--- src/rtl/spsk_pkg.sv ---
// ----------------------------------------------------------------------------
// spsk_pkg - shared types and constants for the stepper phase sequencer
// Field widths, register indexes, reset values, sequencer states and the
// request/response bundle of the shared divider.
// ----------------------------------------------------------------------------
package spsk_pkg;

    localparam int STEP_W     = 16;
    localparam int POS_W      = 12;
    localparam int REV_W      = 13;
    localparam int RPM_W      = 10;
    localparam int POT_W      = 12;
    localparam int TICK_W     = 26;
    localparam int MODE_W     = 2;
    localparam int CNT_W      = 2;
    localparam int COIL_W     = 4;
    localparam int PROD_W     = 23;
    localparam int SPEED_W    = 12;
    localparam int CFG_IDX_W  = 2;
    localparam int CFG_DATA_W = 13;
    localparam int S_DATA_W   = 32;
    localparam int M_DATA_W   = 40;

    localparam int DIV_W      = 26;
    localparam int DIV_D_W    = 13;
    localparam int DIV_ITER   = DIV_W / 2;
    localparam int DIV_CNT_W  = $clog2(DIV_ITER);

    localparam logic [TICK_W-1:0]  TICKS_PER_MINUTE = 26'd60000000;
    localparam logic [DIV_D_W-1:0] POT_FULL_SCALE   = 13'd4095;
    localparam logic [TICK_W-1:0]  TICK_SAT         = '1;
    localparam logic [REV_W-1:0]   REV_MAX          = 13'd4096;

    localparam logic [REV_W-1:0] RST_STEPS_PER_REV = 13'd200;
    localparam logic [RPM_W-1:0] RST_MIN_RPM       = 10'd1;
    localparam logic [RPM_W-1:0] RST_MAX_RPM       = 10'd60;
    localparam logic [RPM_W-1:0] RST_STOP_RPM      = 10'd0;

    localparam logic [CFG_IDX_W-1:0] CFG_STEPS_PER_REV = 2'd0;
    localparam logic [CFG_IDX_W-1:0] CFG_MIN_RPM       = 2'd1;
    localparam logic [CFG_IDX_W-1:0] CFG_MAX_RPM       = 2'd2;
    localparam logic [CFG_IDX_W-1:0] CFG_STOP_RPM      = 2'd3;

    localparam logic REQ_MOVE = 1'b0;
    localparam logic REQ_TICK = 1'b1;

    localparam logic [MODE_W-1:0] MODE_0 = 2'd0;
    localparam logic [MODE_W-1:0] MODE_1 = 2'd1;
    localparam logic [MODE_W-1:0] MODE_2 = 2'd2;

    typedef enum logic [3:0] {
        S_IDLE,
        S_LOAD,
        S_MAP_GO,
        S_MAP_WAIT,
        S_SPEED,
        S_REV_WAIT,
        S_SPD_WAIT,
        S_DECIDE,
        S_DONE
    } t_state;

    typedef struct packed {
        logic               start;
        logic [DIV_W-1:0]   dividend;
        logic [DIV_D_W-1:0] divisor;
    } t_div_req;

    typedef struct packed {
        logic             busy;
        logic             done;
        logic [DIV_W-1:0] quotient;
    } t_div_rsp;

    function automatic logic [COIL_W-1:0] coil_for(input logic [1:0] phase);
        logic [COIL_W-1:0] pat;
        case (phase)
            2'd0:    pat = 4'hA;
            2'd1:    pat = 4'h6;
            2'd2:    pat = 4'h5;
            default: pat = 4'h9;
        endcase
        return pat;
    endfunction

endpackage

--- src/rtl/spsk_div.sv ---
// ----------------------------------------------------------------------------
// spsk_div - shared iterative unsigned divider
// Restoring division, two quotient bits per cycle; a start loads the
// operands and done pulses in the cycle after the last pass.
// ----------------------------------------------------------------------------
module spsk_div (
    input  logic               i_clk,
    input  logic               i_rst_n,
    input  spsk_pkg::t_div_req i_req,
    output spsk_pkg::t_div_rsp o_rsp
);
    import spsk_pkg::*;

    logic                 r_busy;
    logic                 r_done;
    logic [DIV_CNT_W-1:0] r_cnt;
    logic [DIV_D_W-1:0]   r_rem;
    logic [DIV_W-1:0]     r_quo;
    logic [DIV_D_W-1:0]   r_dsr;

    logic [DIV_D_W:0]     w_try1;
    logic [DIV_D_W:0]     w_try2;
    logic                 w_q1;
    logic                 w_q2;
    logic [DIV_D_W-1:0]   w_rem1;
    logic [DIV_D_W-1:0]   w_rem2;
    logic [DIV_W-1:0]     n_quo;

    always_comb begin
        w_try1 = {r_rem, r_quo[DIV_W-1]};
        w_q1   = (w_try1 >= {1'b0, r_dsr});
        w_rem1 = w_q1 ? DIV_D_W'(w_try1 - {1'b0, r_dsr}) : w_try1[DIV_D_W-1:0];
        w_try2 = {w_rem1, r_quo[DIV_W-2]};
        w_q2   = (w_try2 >= {1'b0, r_dsr});
        w_rem2 = w_q2 ? DIV_D_W'(w_try2 - {1'b0, r_dsr}) : w_try2[DIV_D_W-1:0];
        n_quo  = {r_quo[DIV_W-3:0], w_q1, w_q2};
    end

    always_ff @(posedge i_clk) begin
        if (!i_rst_n) begin
            r_busy <= 1'b0;
            r_done <= 1'b0;
            r_cnt  <= '0;
        end else begin
            r_done <= 1'b0;
            if (i_req.start) begin
                r_busy <= 1'b1;
                r_cnt  <= '0;
            end else if (r_busy) begin
                r_cnt <= r_cnt + 1'b1;
                if (r_cnt == DIV_CNT_W'(DIV_ITER - 1)) begin
                    r_busy <= 1'b0;
                    r_done <= 1'b1;
                end
            end
        end
    end

    always_ff @(posedge i_clk) begin
        if (i_req.start) begin
            r_rem <= '0;
            r_quo <= i_req.dividend;
            r_dsr <= i_req.divisor;
        end else if (r_busy) begin
            r_rem <= w_rem2;
            r_quo <= n_quo;
        end
    end

    assign o_rsp.busy     = r_busy;
    assign o_rsp.done     = r_done;
    assign o_rsp.quotient = r_quo;

endmodule

--- src/rtl/stepper_phase_sequencer_speed_knob.sv ---
// ----------------------------------------------------------------------------
// stepper_phase_sequencer_speed_knob - four-coil full-step stepper sequencer
// Move requests load a signed step count; tick requests map the speed knob,
// derive the step delay with a shared divider and step the coils.
//
//   channel  dir  payload (lsb first)
//   s_axis   in   tuser: req_type; tdata: step_count, pot_sample,
//                 button_mode0_n, button_mode1_n, button_cycle_n
//   m_axis   out  tdata: coil_pattern, position, mode_now, press_count,
//                 steps_remaining, stepped, aborted
//   cfg      in   we / idx / wdata register writes
//
// A move request or a tick with no move loaded goes from S_LOAD to S_DONE.
// A tick during a move makes up to three passes of the shared divider (knob
// scaling, ticks per step, ticks per step at speed); an abort ends it early.
// Synchronous active-low reset clears the control state and loads register
// defaults, but not the data registers. The result register frees the input
// side; a stalled result holds only the final write-back of the next request.
// ----------------------------------------------------------------------------
module stepper_phase_sequencer_speed_knob (
    input  logic                              i_clk,
    input  logic                              i_rst_n,
    input  logic                              i_s_axis_tvalid,
    output logic                              o_s_axis_tready,
    // step_count[15:0], pot_sample[27:16], button_mode0_n[28],
    // button_mode1_n[29], button_cycle_n[30], zero[31]
    input  logic [spsk_pkg::S_DATA_W-1:0]     i_s_axis_tdata,
    // req_type[0]
    input  logic                              i_s_axis_tuser,
    output logic                              o_m_axis_tvalid,
    input  logic                              i_m_axis_tready,
    // coil_pattern[3:0], position[15:4], mode_now[17:16], press_count[19:18],
    // steps_remaining[35:20], stepped[36], aborted[37], zero[39:38]
    output logic [spsk_pkg::M_DATA_W-1:0]     o_m_axis_tdata,
    input  logic                              i_cfg_we,
    input  logic [spsk_pkg::CFG_IDX_W-1:0]    i_cfg_idx,
    input  logic [spsk_pkg::CFG_DATA_W-1:0]   i_cfg_wdata
);
    import spsk_pkg::*;

    t_state r_state, n_state;

    logic [REV_W-1:0]  r_steps_per_rev;
    logic [RPM_W-1:0]  r_min_rpm;
    logic [RPM_W-1:0]  r_max_rpm;
    logic [RPM_W-1:0]  r_stop_rpm;

    logic              r_req, n_req;
    logic [STEP_W-1:0] r_step_cnt, n_step_cnt;
    logic [POT_W-1:0]  r_pot, n_pot;
    logic              r_btn0_n, n_btn0_n;
    logic              r_btn1_n, n_btn1_n;
    logic              r_btnc_n, n_btnc_n;

    logic [POS_W-1:0]  r_pos, n_pos;
    logic              r_fwd, n_fwd;
    logic [STEP_W-1:0] r_left, n_left;
    logic [TICK_W-1:0] r_ticks, n_ticks;
    logic [MODE_W-1:0] r_mode, n_mode;
    logic [CNT_W-1:0]  r_press, n_press;
    logic              r_btn_now, n_btn_now;
    logic              r_btn_prev, n_btn_prev;
    logic [COIL_W-1:0] r_coil, n_coil;

    logic signed [PROD_W-1:0] r_prod, n_prod;
    logic [RPM_W-1:0]  r_speed, n_speed;
    logic              r_stepped, n_stepped;
    logic              r_aborted, n_aborted;

    logic                r_out_valid, n_out_valid;
    logic [M_DATA_W-1:0] r_out_data, n_out_data;

    t_div_req w_div_req;
    t_div_rsp w_div_rsp;

    logic                       w_s_acc;
    logic                       w_out_free;
    logic [REV_W-1:0]           w_eff_n;
    logic signed [RPM_W:0]      w_span;
    logic signed [PROD_W-1:0]   w_prod_full;
    logic [PROD_W-1:0]          w_prod_mag;
    logic signed [SPEED_W-1:0]  w_map_q;
    logic signed [SPEED_W-1:0]  w_speed;
    logic                       w_abort;
    logic                       w_step_now;

    spsk_div u_div (
        .i_clk   (i_clk),
        .i_rst_n (i_rst_n),
        .i_req   (w_div_req),
        .o_rsp   (w_div_rsp)
    );

    always_comb begin
        w_s_acc    = i_s_axis_tvalid && o_s_axis_tready;
        w_out_free = !r_out_valid || i_m_axis_tready;
        if (r_steps_per_rev == '0) begin
            w_eff_n = REV_W'(1);
        end else if (r_steps_per_rev > REV_MAX) begin
            w_eff_n = REV_MAX;
        end else begin
            w_eff_n = r_steps_per_rev;
        end
        w_span      = $signed({1'b0, r_min_rpm}) - $signed({1'b0, r_max_rpm});
        w_prod_full = $signed({{(PROD_W-POT_W){1'b0}}, r_pot}) * PROD_W'(w_span);
        w_prod_mag  = r_prod[PROD_W-1] ? PROD_W'(-r_prod) : PROD_W'(r_prod);
        w_map_q     = r_prod[PROD_W-1] ? -$signed(w_div_rsp.quotient[SPEED_W-1:0])
                                       : $signed(w_div_rsp.quotient[SPEED_W-1:0]);
        w_speed     = $signed({2'b00, r_max_rpm}) + w_map_q;
        w_abort     = (w_speed <= $signed({2'b00, r_stop_rpm}));
        w_step_now  = (r_ticks >= w_div_rsp.quotient);
    end

    always_comb begin
        n_state = r_state;
        case (r_state)
            S_IDLE:     if (w_s_acc) n_state = S_LOAD;
            S_LOAD: begin
                if (r_req == REQ_TICK && r_left != '0) begin
                    n_state = S_MAP_GO;
                end else begin
                    n_state = S_DONE;
                end
            end
            S_MAP_GO:   n_state = S_MAP_WAIT;
            S_MAP_WAIT: if (w_div_rsp.done) n_state = S_SPEED;
            S_SPEED:    n_state = w_abort ? S_DONE : S_REV_WAIT;
            S_REV_WAIT: if (w_div_rsp.done) n_state = S_SPD_WAIT;
            S_SPD_WAIT: if (w_div_rsp.done) n_state = S_DECIDE;
            S_DECIDE:   n_state = S_DONE;
            S_DONE:     if (w_out_free) n_state = S_IDLE;
            default:    n_state = S_IDLE;
        endcase
    end

    always_comb begin
        logic [REV_W-1:0]  pos_inc;
        logic [POS_W-1:0]  pos_nx;
        logic [MODE_W-1:0] mode_nx;
        logic [CNT_W-1:0]  press_nx;

        o_s_axis_tready = (r_state == S_IDLE);
        w_div_req       = '0;

        n_req      = r_req;
        n_step_cnt = r_step_cnt;
        n_pot      = r_pot;
        n_btn0_n   = r_btn0_n;
        n_btn1_n   = r_btn1_n;
        n_btnc_n   = r_btnc_n;
        n_pos      = r_pos;
        n_fwd      = r_fwd;
        n_left     = r_left;
        n_ticks    = r_ticks;
        n_mode     = r_mode;
        n_press    = r_press;
        n_btn_now  = r_btn_now;
        n_btn_prev = r_btn_prev;
        n_coil     = r_coil;
        n_prod     = r_prod;
        n_speed    = r_speed;
        n_stepped  = r_stepped;
        n_aborted  = r_aborted;

        pos_inc  = {1'b0, r_pos} + 1'b1;
        pos_nx   = r_pos;
        mode_nx  = r_mode;
        press_nx = r_press;

        n_out_data  = {2'b00, r_aborted, r_stepped, r_left, r_press, r_mode, r_pos, r_coil};
        n_out_valid = r_out_valid && !i_m_axis_tready;

        case (r_state)
            S_IDLE: begin
                if (w_s_acc) begin
                    n_req      = i_s_axis_tuser;
                    n_step_cnt = i_s_axis_tdata[15:0];
                    n_pot      = i_s_axis_tdata[27:16];
                    n_btn0_n   = i_s_axis_tdata[28];
                    n_btn1_n   = i_s_axis_tdata[29];
                    n_btnc_n   = i_s_axis_tdata[30];
                    n_stepped  = 1'b0;
                    n_aborted  = 1'b0;
                end
            end
            S_LOAD: begin
                if (r_req == REQ_MOVE) begin
                    if (r_step_cnt == '0) begin
                        n_left = '0;
                    end else if (r_step_cnt[STEP_W-1]) begin
                        n_fwd  = 1'b0;
                        n_left = STEP_W'(-r_step_cnt);
                    end else begin
                        n_fwd  = 1'b1;
                        n_left = r_step_cnt;
                    end
                end else begin
                    if (r_ticks != TICK_SAT) n_ticks = r_ticks + 1'b1;
                    n_prod = w_prod_full[PROD_W-1:0];
                end
            end
            S_MAP_GO: begin
                w_div_req.start    = 1'b1;
                w_div_req.dividend = DIV_W'(w_prod_mag);
                w_div_req.divisor  = POT_FULL_SCALE;
            end
            S_SPEED: begin
                if (w_abort) begin
                    n_left    = '0;
                    n_aborted = 1'b1;
                end else begin
                    n_speed            = w_speed[RPM_W-1:0];
                    w_div_req.start    = 1'b1;
                    w_div_req.dividend = TICKS_PER_MINUTE;
                    w_div_req.divisor  = w_eff_n;
                end
            end
            S_REV_WAIT: begin
                if (w_div_rsp.done) begin
                    w_div_req.start    = 1'b1;
                    w_div_req.dividend = w_div_rsp.quotient;
                    w_div_req.divisor  = DIV_D_W'(r_speed);
                end
            end
            S_DECIDE: begin
                if (w_step_now) begin
                    if (r_fwd) begin
                        pos_nx = (pos_inc >= w_eff_n) ? '0 : pos_inc[POS_W-1:0];
                    end else if (r_pos == '0 || {1'b0, r_pos} >= w_eff_n) begin
                        pos_nx = POS_W'(w_eff_n - 1'b1);
                    end else begin
                        pos_nx = r_pos - 1'b1;
                    end
                    if (!r_btn0_n) begin
                        mode_nx  = MODE_0;
                        press_nx = '0;
                    end
                    if (!r_btn1_n) begin
                        mode_nx  = MODE_1;
                        press_nx = '0;
                    end
                    if (r_btn_now && !r_btnc_n) begin
                        mode_nx  = MODE_2;
                        press_nx = press_nx + 1'b1;
                    end
                    n_pos      = pos_nx;
                    n_coil     = coil_for(pos_nx[1:0]);
                    n_left     = r_left - 1'b1;
                    n_ticks    = '0;
                    n_btn_prev = r_btn_now;
                    n_btn_now  = r_btnc_n;
                    n_mode     = mode_nx;
                    n_press    = press_nx;
                    n_stepped  = 1'b1;
                end
            end
            S_DONE: begin
                if (w_out_free) n_out_valid = 1'b1;
            end
            default: begin
            end
        endcase
    end

    always_ff @(posedge i_clk) begin
        if (!i_rst_n) begin
            r_state         <= S_IDLE;
            r_steps_per_rev <= RST_STEPS_PER_REV;
            r_min_rpm       <= RST_MIN_RPM;
            r_max_rpm       <= RST_MAX_RPM;
            r_stop_rpm      <= RST_STOP_RPM;
            r_pos           <= '0;
            r_fwd           <= 1'b0;
            r_left          <= '0;
            r_ticks         <= '0;
            r_mode          <= MODE_0;
            r_press         <= '0;
            r_btn_now       <= 1'b0;
            r_btn_prev      <= 1'b0;
            r_coil          <= '0;
            r_stepped       <= 1'b0;
            r_aborted       <= 1'b0;
            r_out_valid     <= 1'b0;
        end else begin
            r_state     <= n_state;
            r_pos       <= n_pos;
            r_fwd       <= n_fwd;
            r_left      <= n_left;
            r_ticks     <= n_ticks;
            r_mode      <= n_mode;
            r_press     <= n_press;
            r_btn_now   <= n_btn_now;
            r_btn_prev  <= n_btn_prev;
            r_coil      <= n_coil;
            r_stepped   <= n_stepped;
            r_aborted   <= n_aborted;
            r_out_valid <= n_out_valid;
            if (i_cfg_we) begin
                case (i_cfg_idx)
                    CFG_STEPS_PER_REV: r_steps_per_rev <= i_cfg_wdata;
                    CFG_MIN_RPM:       r_min_rpm       <= i_cfg_wdata[RPM_W-1:0];
                    CFG_MAX_RPM:       r_max_rpm       <= i_cfg_wdata[RPM_W-1:0];
                    CFG_STOP_RPM:      r_stop_rpm      <= i_cfg_wdata[RPM_W-1:0];
                    default: begin
                    end
                endcase
            end
        end
    end

    always_ff @(posedge i_clk) begin
        r_req      <= n_req;
        r_step_cnt <= n_step_cnt;
        r_pot      <= n_pot;
        r_btn0_n   <= n_btn0_n;
        r_btn1_n   <= n_btn1_n;
        r_btnc_n   <= n_btnc_n;
        r_prod     <= n_prod;
        r_speed    <= n_speed;
        if (r_state == S_DONE && w_out_free) r_out_data <= n_out_data;
    end

    assign o_m_axis_tvalid = r_out_valid;
    assign o_m_axis_tdata  = r_out_data;

`ifndef NO_ASSERTIONS
    a_idle_div_quiet: assert property (@(posedge i_clk) disable iff (!i_rst_n)
        o_s_axis_tready |-> !w_div_rsp.busy)
        else $error("divider busy while taking a request");

    a_flags_exclusive: assert property (@(posedge i_clk) disable iff (!i_rst_n)
        !(r_stepped && r_aborted))
        else $error("step and abort in one request");

    a_step_clears_ticks: assert property (@(posedge i_clk) disable iff (!i_rst_n)
        (r_state == S_DECIDE && w_step_now) |=> (r_ticks == '0))
        else $error("tick count not cleared by step");

    a_step_pos_range: assert property (@(posedge i_clk) disable iff (!i_rst_n)
        (r_state == S_DECIDE && w_step_now) |=> ({1'b0, r_pos} < w_eff_n))
        else $error("position outside revolution after step");

    a_speed_above_stop: assert property (@(posedge i_clk) disable iff (!i_rst_n)
        (r_state == S_REV_WAIT) |-> (r_speed > r_stop_rpm))
        else $error("delay divide with speed at or below stop bound");
`endif

endmodule
--- config.mk ---
export PLATFORM = sky130hd
export DESIGN_NAME = stepper_phase_sequencer_speed_knob
export DESIGN_NICKNAME = d
export VERILOG_FILES = /design/src/rtl/spsk_pkg.sv /design/src/rtl/spsk_div.sv /design/src/rtl/stepper_phase_sequencer_speed_knob.sv
export SDC_FILE = /design/constraint.sdc
export NUM_CORES = 1
export LEC_CHECK = 0
export BUFFER_PORTS_ARGS = -buffer_cell sky130_fd_sc_hd__buf_2
export CAP_MARGIN = 20
export CORE_AREA = 2 2 214 216
export DETAILED_ROUTE_END_ITERATION = 6
export DIE_AREA = 0 0 216 218
export GPL_ROUTABILITY_DRIVEN = 0
export PLACE_DENSITY = 0.64
export SLEW_MARGIN = 20
export SYNTH_ARGS = -nofsm -noshare
export SYNTH_HDL_FRONTEND = slang
export SYNTH_HIERARCHICAL = 1
export SYNTH_SLANG_ARGS = --single-unit
--- constraint.sdc ---
create_clock -name i_clk -period 7 [get_ports i_clk]
set_clock_uncertainty 0.05 [all_clocks]
set_input_delay 0.35 -clock i_clk [delete_from_list [all_inputs] [get_ports i_clk]]
set_output_delay 0.35 -clock i_clk [all_outputs]
set_load 0.02 [all_outputs]
==> results of run 1 <==
registers in the layout, summed over array words and instances (netlist names), 2 cells and up:
signal / count
o_m_axis_tdata: 38
r_ticks: 26
u_div/r_quo: 26
r_prod: 23
r_left: 16
r_step_cnt: 16
r_steps_per_rev: 13
u_div/r_dsr: 13
u_div/r_rem: 13
r_pos: 12
r_pot: 12
r_max_rpm: 10
r_min_rpm: 10
r_speed: 10
r_stop_rpm: 10
r_coil: 4
r_state: 4
u_div/r_cnt: 4
r_mode: 2
r_press: 2
worst max-delay path, delay by kind of cell (launching register included):
family	cells	cell delay, ns
AO/OA/AOI/OAI	11	1.87
buffers and inverters	7	0.46
adder cells (fa/ha/maj)	8	3.25
XOR/XNOR	1	0.13
AND/OR/NAND/NOR	3	0.64
flip-flops	1	0.31
area by class of cell:
cell class / instances / area (um^2)
Sequential cell: 275 / 6930
Tap cell: 600 / 751
Clock buffer: 35 / 779
Fill cell: 4040 / 20900
Timing Repair Buffer: 188 / 1320
Inverter: 235 / 882
Clock inverter: 21 / 166
Multi-Input combinational cell: 1694 / 13200
stage by stage:
step,setup TNS (ns),util (%),hold WS (ns),cell area [um^2]
final,0,53.5,0.0314,24000
after floorplan,0,-,0.358,21200
after global routing,-0.574,53.5,0.0204,24000
after CTS,0,53.0,0.00151,23800
after detailed placement,-0.614,49.9,0.368,22400
after global placement,-0.217,49.9,0.365,22400
timing repair:
action                     CTS  global route
pin swaps                    7            48
resized for setup            6            51
setup buffers                1             4
setup endpoints to repair    3             8
hold endpoints to repair    44             0
hold buffers                38             0
per-layer routing:
layer / up-vias / global-route usage, %
li1: 8252 / -
met5: - / 0
met3: 120 / 2.40
met2: 497 / 40.7
met1: 8249 / 28.6
met4: 0 / 6.76
path summary, 6_finish.rpt:
check	end	start	cells after the start	slack, ns
hold / removal	r_stop_rpm[9]$_SDFFE_PN0P_	i_cfg_wdata[9]	3	0.03
hold reg to reg	o_m_axis_tdata[1]$_DFFE_PP_	r_coil[1]$_SDFFE_PN0P_	0	0.38
setup / recovery	r_prod[21]$_DFFE_PP_	r_min_rpm[0]$_SDFFE_PN1P_	30	0.04
setup reg to reg	r_prod[21]$_DFFE_PP_	r_min_rpm[0]$_SDFFE_PN1P_	30	0.04
==> metrics, run 1 <==
status=finished clean; CTS root buffer=clkbuf_16; final worst setup slack=0.0445 ns; Syn Area/Cell=9.19 um^2; DR vias=17,100; clock transition at the registers of the reported paths=0.07 ns; Max stage delay on crit path=0.51 ns; leading cell types in the layout, fill and taps excluded=nand2_1 (249), inv_1 (221), ha_1 (185), nor2_1 (150), edfxtp_1 (142); largest net degree at the start of global routing=58; yosys warns=6; Inserted Diodes=0; Slew HR=29.4%; wire length per cell=17.6 um; fmax=144 MHz; critical path fanouts, max=4; share of cells above drive strength 1=13.3%; via/cell ratio=roughly 5.6; Final Net Count=2,762; antenna violations before repair=0; drt drc=0; cell count after placement=2,949; Arr. time, crit path=7.24 ns; uppermost layer routed=met4; Area Growth Syn to Fin=13.5%; most common cell after layout, fill and taps aside=nand2_1; first-pass GRT wire length=between 80,000 and 90,000 um; max cap viols=0; post-DP HPWL=40,600 um; H-Tree Depth=1; Critical Path Most Common Cell=inv_2; RSZ-0062 raised after global routing=yes; Initial Util=about 47%; Hold Fails Final Rpt=0; CP required=7.28 ns; GRT Util Overall=roughly 23%; Post-Synthesis Cells=about 2,300; HP Class=input port to register; Buffers on Ports=91; num ports=95; detailed-routed wire length on met3=2500 um; met2 wire len=26,600 um; Die H=approximately 220 um; Worst Setup Path Type=register to register; Clock Sink Count=275; total wire length=53,700 um; drt pass-1 iters=5; Slew Limit Fails=0; Rows=78; Detailed Route Iter0 Violations=1,210; core area=44,900 um^2; Startpoint Class=register; M1 wire length=23,100 um; CTS buffer count=30; CTS Buffer Depth=3; remaining global-route overflow=0; Layout Cells excl Fill=3,048; clock latency on the worst-skew pair=a little under 0.6 ns; pre-CTS setup slack=-0.262 ns; Slowest-stage cell, CP=fa_1; final antenna-violating net count=0; die width=216 um; Worst Tran Pin Value=1.06 ns; endpoint class of the critical path=register; vias in the first global route=17,000; Synth Cell Area=21,200 um^2; Setup violations, final=0; Final min period=between 6 and 7 ns; crit share post-route=99.4%; CTS tree=done; Die Area=approximately 47,000 um^2
Power of run 1 is not shown: default switching activity piles up to over one toggle a cycle in this logic, so the estimate is an artifact.
==> inputs of run 2 (changes only) <==
Settings changed: BUFFER_PORTS_ARGS -buffer_cell sky130_fd_sc_hd__buf_2 to -buffer_cell sky130_fd_sc_hd__clkbuf_2, HOLD_SLACK_MARGIN from default to 0.03, PLACE_DENSITY 0.64 to 0.62.
Clock period 7 ns to 6.53 ns, I/O delays scaled along.
==> run 2 against run 1 <==
Compared with the run above: the run now ends with setup timing left; hold slack better by 0.039 ns; critical path depth down 2; die area unchanged; setup slack worse by 0.33 ns; routed wire length up 2.6%; final cell count up 1.2%; sequential share of layout area down 0.65 points; via count up 0.37%; design area up 2.3%; utilization up 1.3 points; flip-flop and latch count unchanged.
==> metrics, run 2 (synthesis results as in run 1) <==
status=complete, but fails checks; failing checks=setup timing; Placed Area=22,600 um^2 (+0.93%); num ports=95 (unchanged); Inserted Diodes=0 (unchanged); Area Growth Syn to Fin=16.1%; Hold Fails Final Rpt=0 (unchanged); H-Tree Depth=2 (+1); post-DP HPWL=41,100 um (+1.1%); CTS buffer count=34 (+13%); busiest grt layer=met2; Setup violations, final=8 (+8); CTS Buffer Depth=3 (unchanged); Buffers on Ports=91 (unchanged); Final min period=6.81 ns (-0.141 ns); Die H=218 um (unchanged); Die Area=47,100 um^2 (unchanged); max reg flops=38 (unchanged); Core Util, Final=54.8% (+1.3 points); CTS root buffer=clkbuf_16; Slew HR=29.8% (+0.42 points); drt pass-1 iters=6 (+1); via/cell ratio=5.57 (-0.80%); remaining global-route overflow=0 (unchanged); crit path buf inv count=5 (-2); critical path fanouts, max=7 (+3); grt met1 use=29.9% (+1.2 points); Rows=78 (unchanged); post-route design area=24,600 um^2 (+2.3%); clock latency on the worst-skew pair=0.56 ns (-0.03 ns); total wire length=55,100 um (+2.6%); antenna violations before repair=0 (unchanged); DR vias=17,200 (+0.37%); share of cells above drive strength 1=15.0% (+1.7 points); core area=44,900 um^2 (unchanged); final antenna-violating net count=0 (unchanged); CP required=6.75 ns (-0.53 ns); wire length per cell=17.9 um (+1.4%); HP Class=input port to register; max cap viols=0 (unchanged); Slowest-stage cell, CP=fa_1; RSZ-0062 raised after global routing=yes; most common cell after layout, fill and taps aside=nand2_1; Worst Setup Path Type=register to register; endpoint class of the critical path=register; vias in the first global route=17,300 (+1.3%); CTS tree=done; Arr. time, crit path=7.04 ns (-0.20 ns); Worst Tran Pin Value=1.05 ns (-0.00637 ns); Clock Sink Count=275 (unchanged); final worst setup slack=-0.284 ns (-0.329 ns); Global Route met2 Usage=39.6% (-1.1 points); Max stage delay on crit path=0.56 ns (+0.05 ns); largest net degree at the start of global routing=59 (+1.7%); leading cell types in the layout, fill and taps excluded=nand2_1 (249), inv_1 (222), ha_1 (181), nor2_1 (149), edfxtp_1 (142); GRT Util Overall=23.5% (+0.86 points); met3 usage=3.81% (+1.4 points); fmax=147 MHz (+2.1%); clock transition at the registers of the reported paths=0.06 ns (about the same); Crit path max-delay family=adder cells; Slew Limit Fails=0 (unchanged); Detailed Route Iter0 Violations=1,180 (-2.5%); Startpoint Class=register; crit share post-route=104% (+5.0 points); drt drc=0 (unchanged); Final Net Count=2,797 (+1.3%); die width=216 um (unchanged); first-pass GRT wire length=89,400 um (+2.8%); Initial Util=47.2% (unchanged)
-- run 2: repair_timing --
item,in CTS,in global routing
endpoints found under the setup margin,8,11
buffers inserted,7,5
gates cloned,0,0
gates resized for setup,36,18
hold buffers,43,0
pin swaps,29,22
hold endpoints to repair,56,0
-- run 2: path summary, 6_finish.rpt --
check	from	endpoint	slack, ns	cells past startpoint
worst max-delay path	r_min_rpm[0]$_SDFFE_PN1P_	r_prod[21]$_DFFE_PP_	-0.28	28
worst min-delay path	i_m_axis_tready	o_m_axis_tvalid$_SDFF_PN0_	0.07	3
worst max register to register	r_min_rpm[0]$_SDFFE_PN1P_	r_prod[21]$_DFFE_PP_	-0.28	28
worst min register to register	r_coil[2]$_SDFFE_PN0P_	o_m_axis_tdata[2]$_DFFE_PP_	0.39	0
-- run 2: final cells by class --
type / instances / area [um^2]
clock inverter: 16 / 159
sequential: 275 / 6930
multi-input combinational: 1694 / 13300
inverter: 235 / 883
tap: 600 / 751
clock buffer: 45 / 996
fill: 4027 / 20300
timing repair buffer: 219 / 1560
-- run 2: per-stage QoR --
step | TNS [ns] | worst slack, ns | std cells | hold WS, ns
after floorplan | -0.201 | -0.197 | 2307 | 0.358
after global placement | -1.21 | -0.358 | 2969 | 0.367
after detailed placement | -1.75 | -0.467 | 2969 | 0.371
after CTS | -0.371 | -0.164 | 3078 | 0.0389
after global routing | -3.30 | -0.520 | 3084 | 0.0659
final | -1.08 | -0.284 | 3084 | 0.0704
-- run 2: per-layer routing --
metal  vias to the layer above  wire (um)
li1                       8306          -
met1                      8319      23700
met2                       436      26500
met3                       120       2540
met4                         0       2290
met5                         -          0
-- run 2: worst register-to-register path, delay by kind of cell (launching register included) --
family	cells	cell delay, ns
buffers and inverters	5	0.28
flip-flops	1	0.31
AND/OR/NAND/NOR	4	0.62
adder cells (fa/ha/maj)	8	3.09
XOR/XNOR	1	0.09
AO/OA/AOI/OAI	10	2.10
Power of run 2 is left out for the same reason.
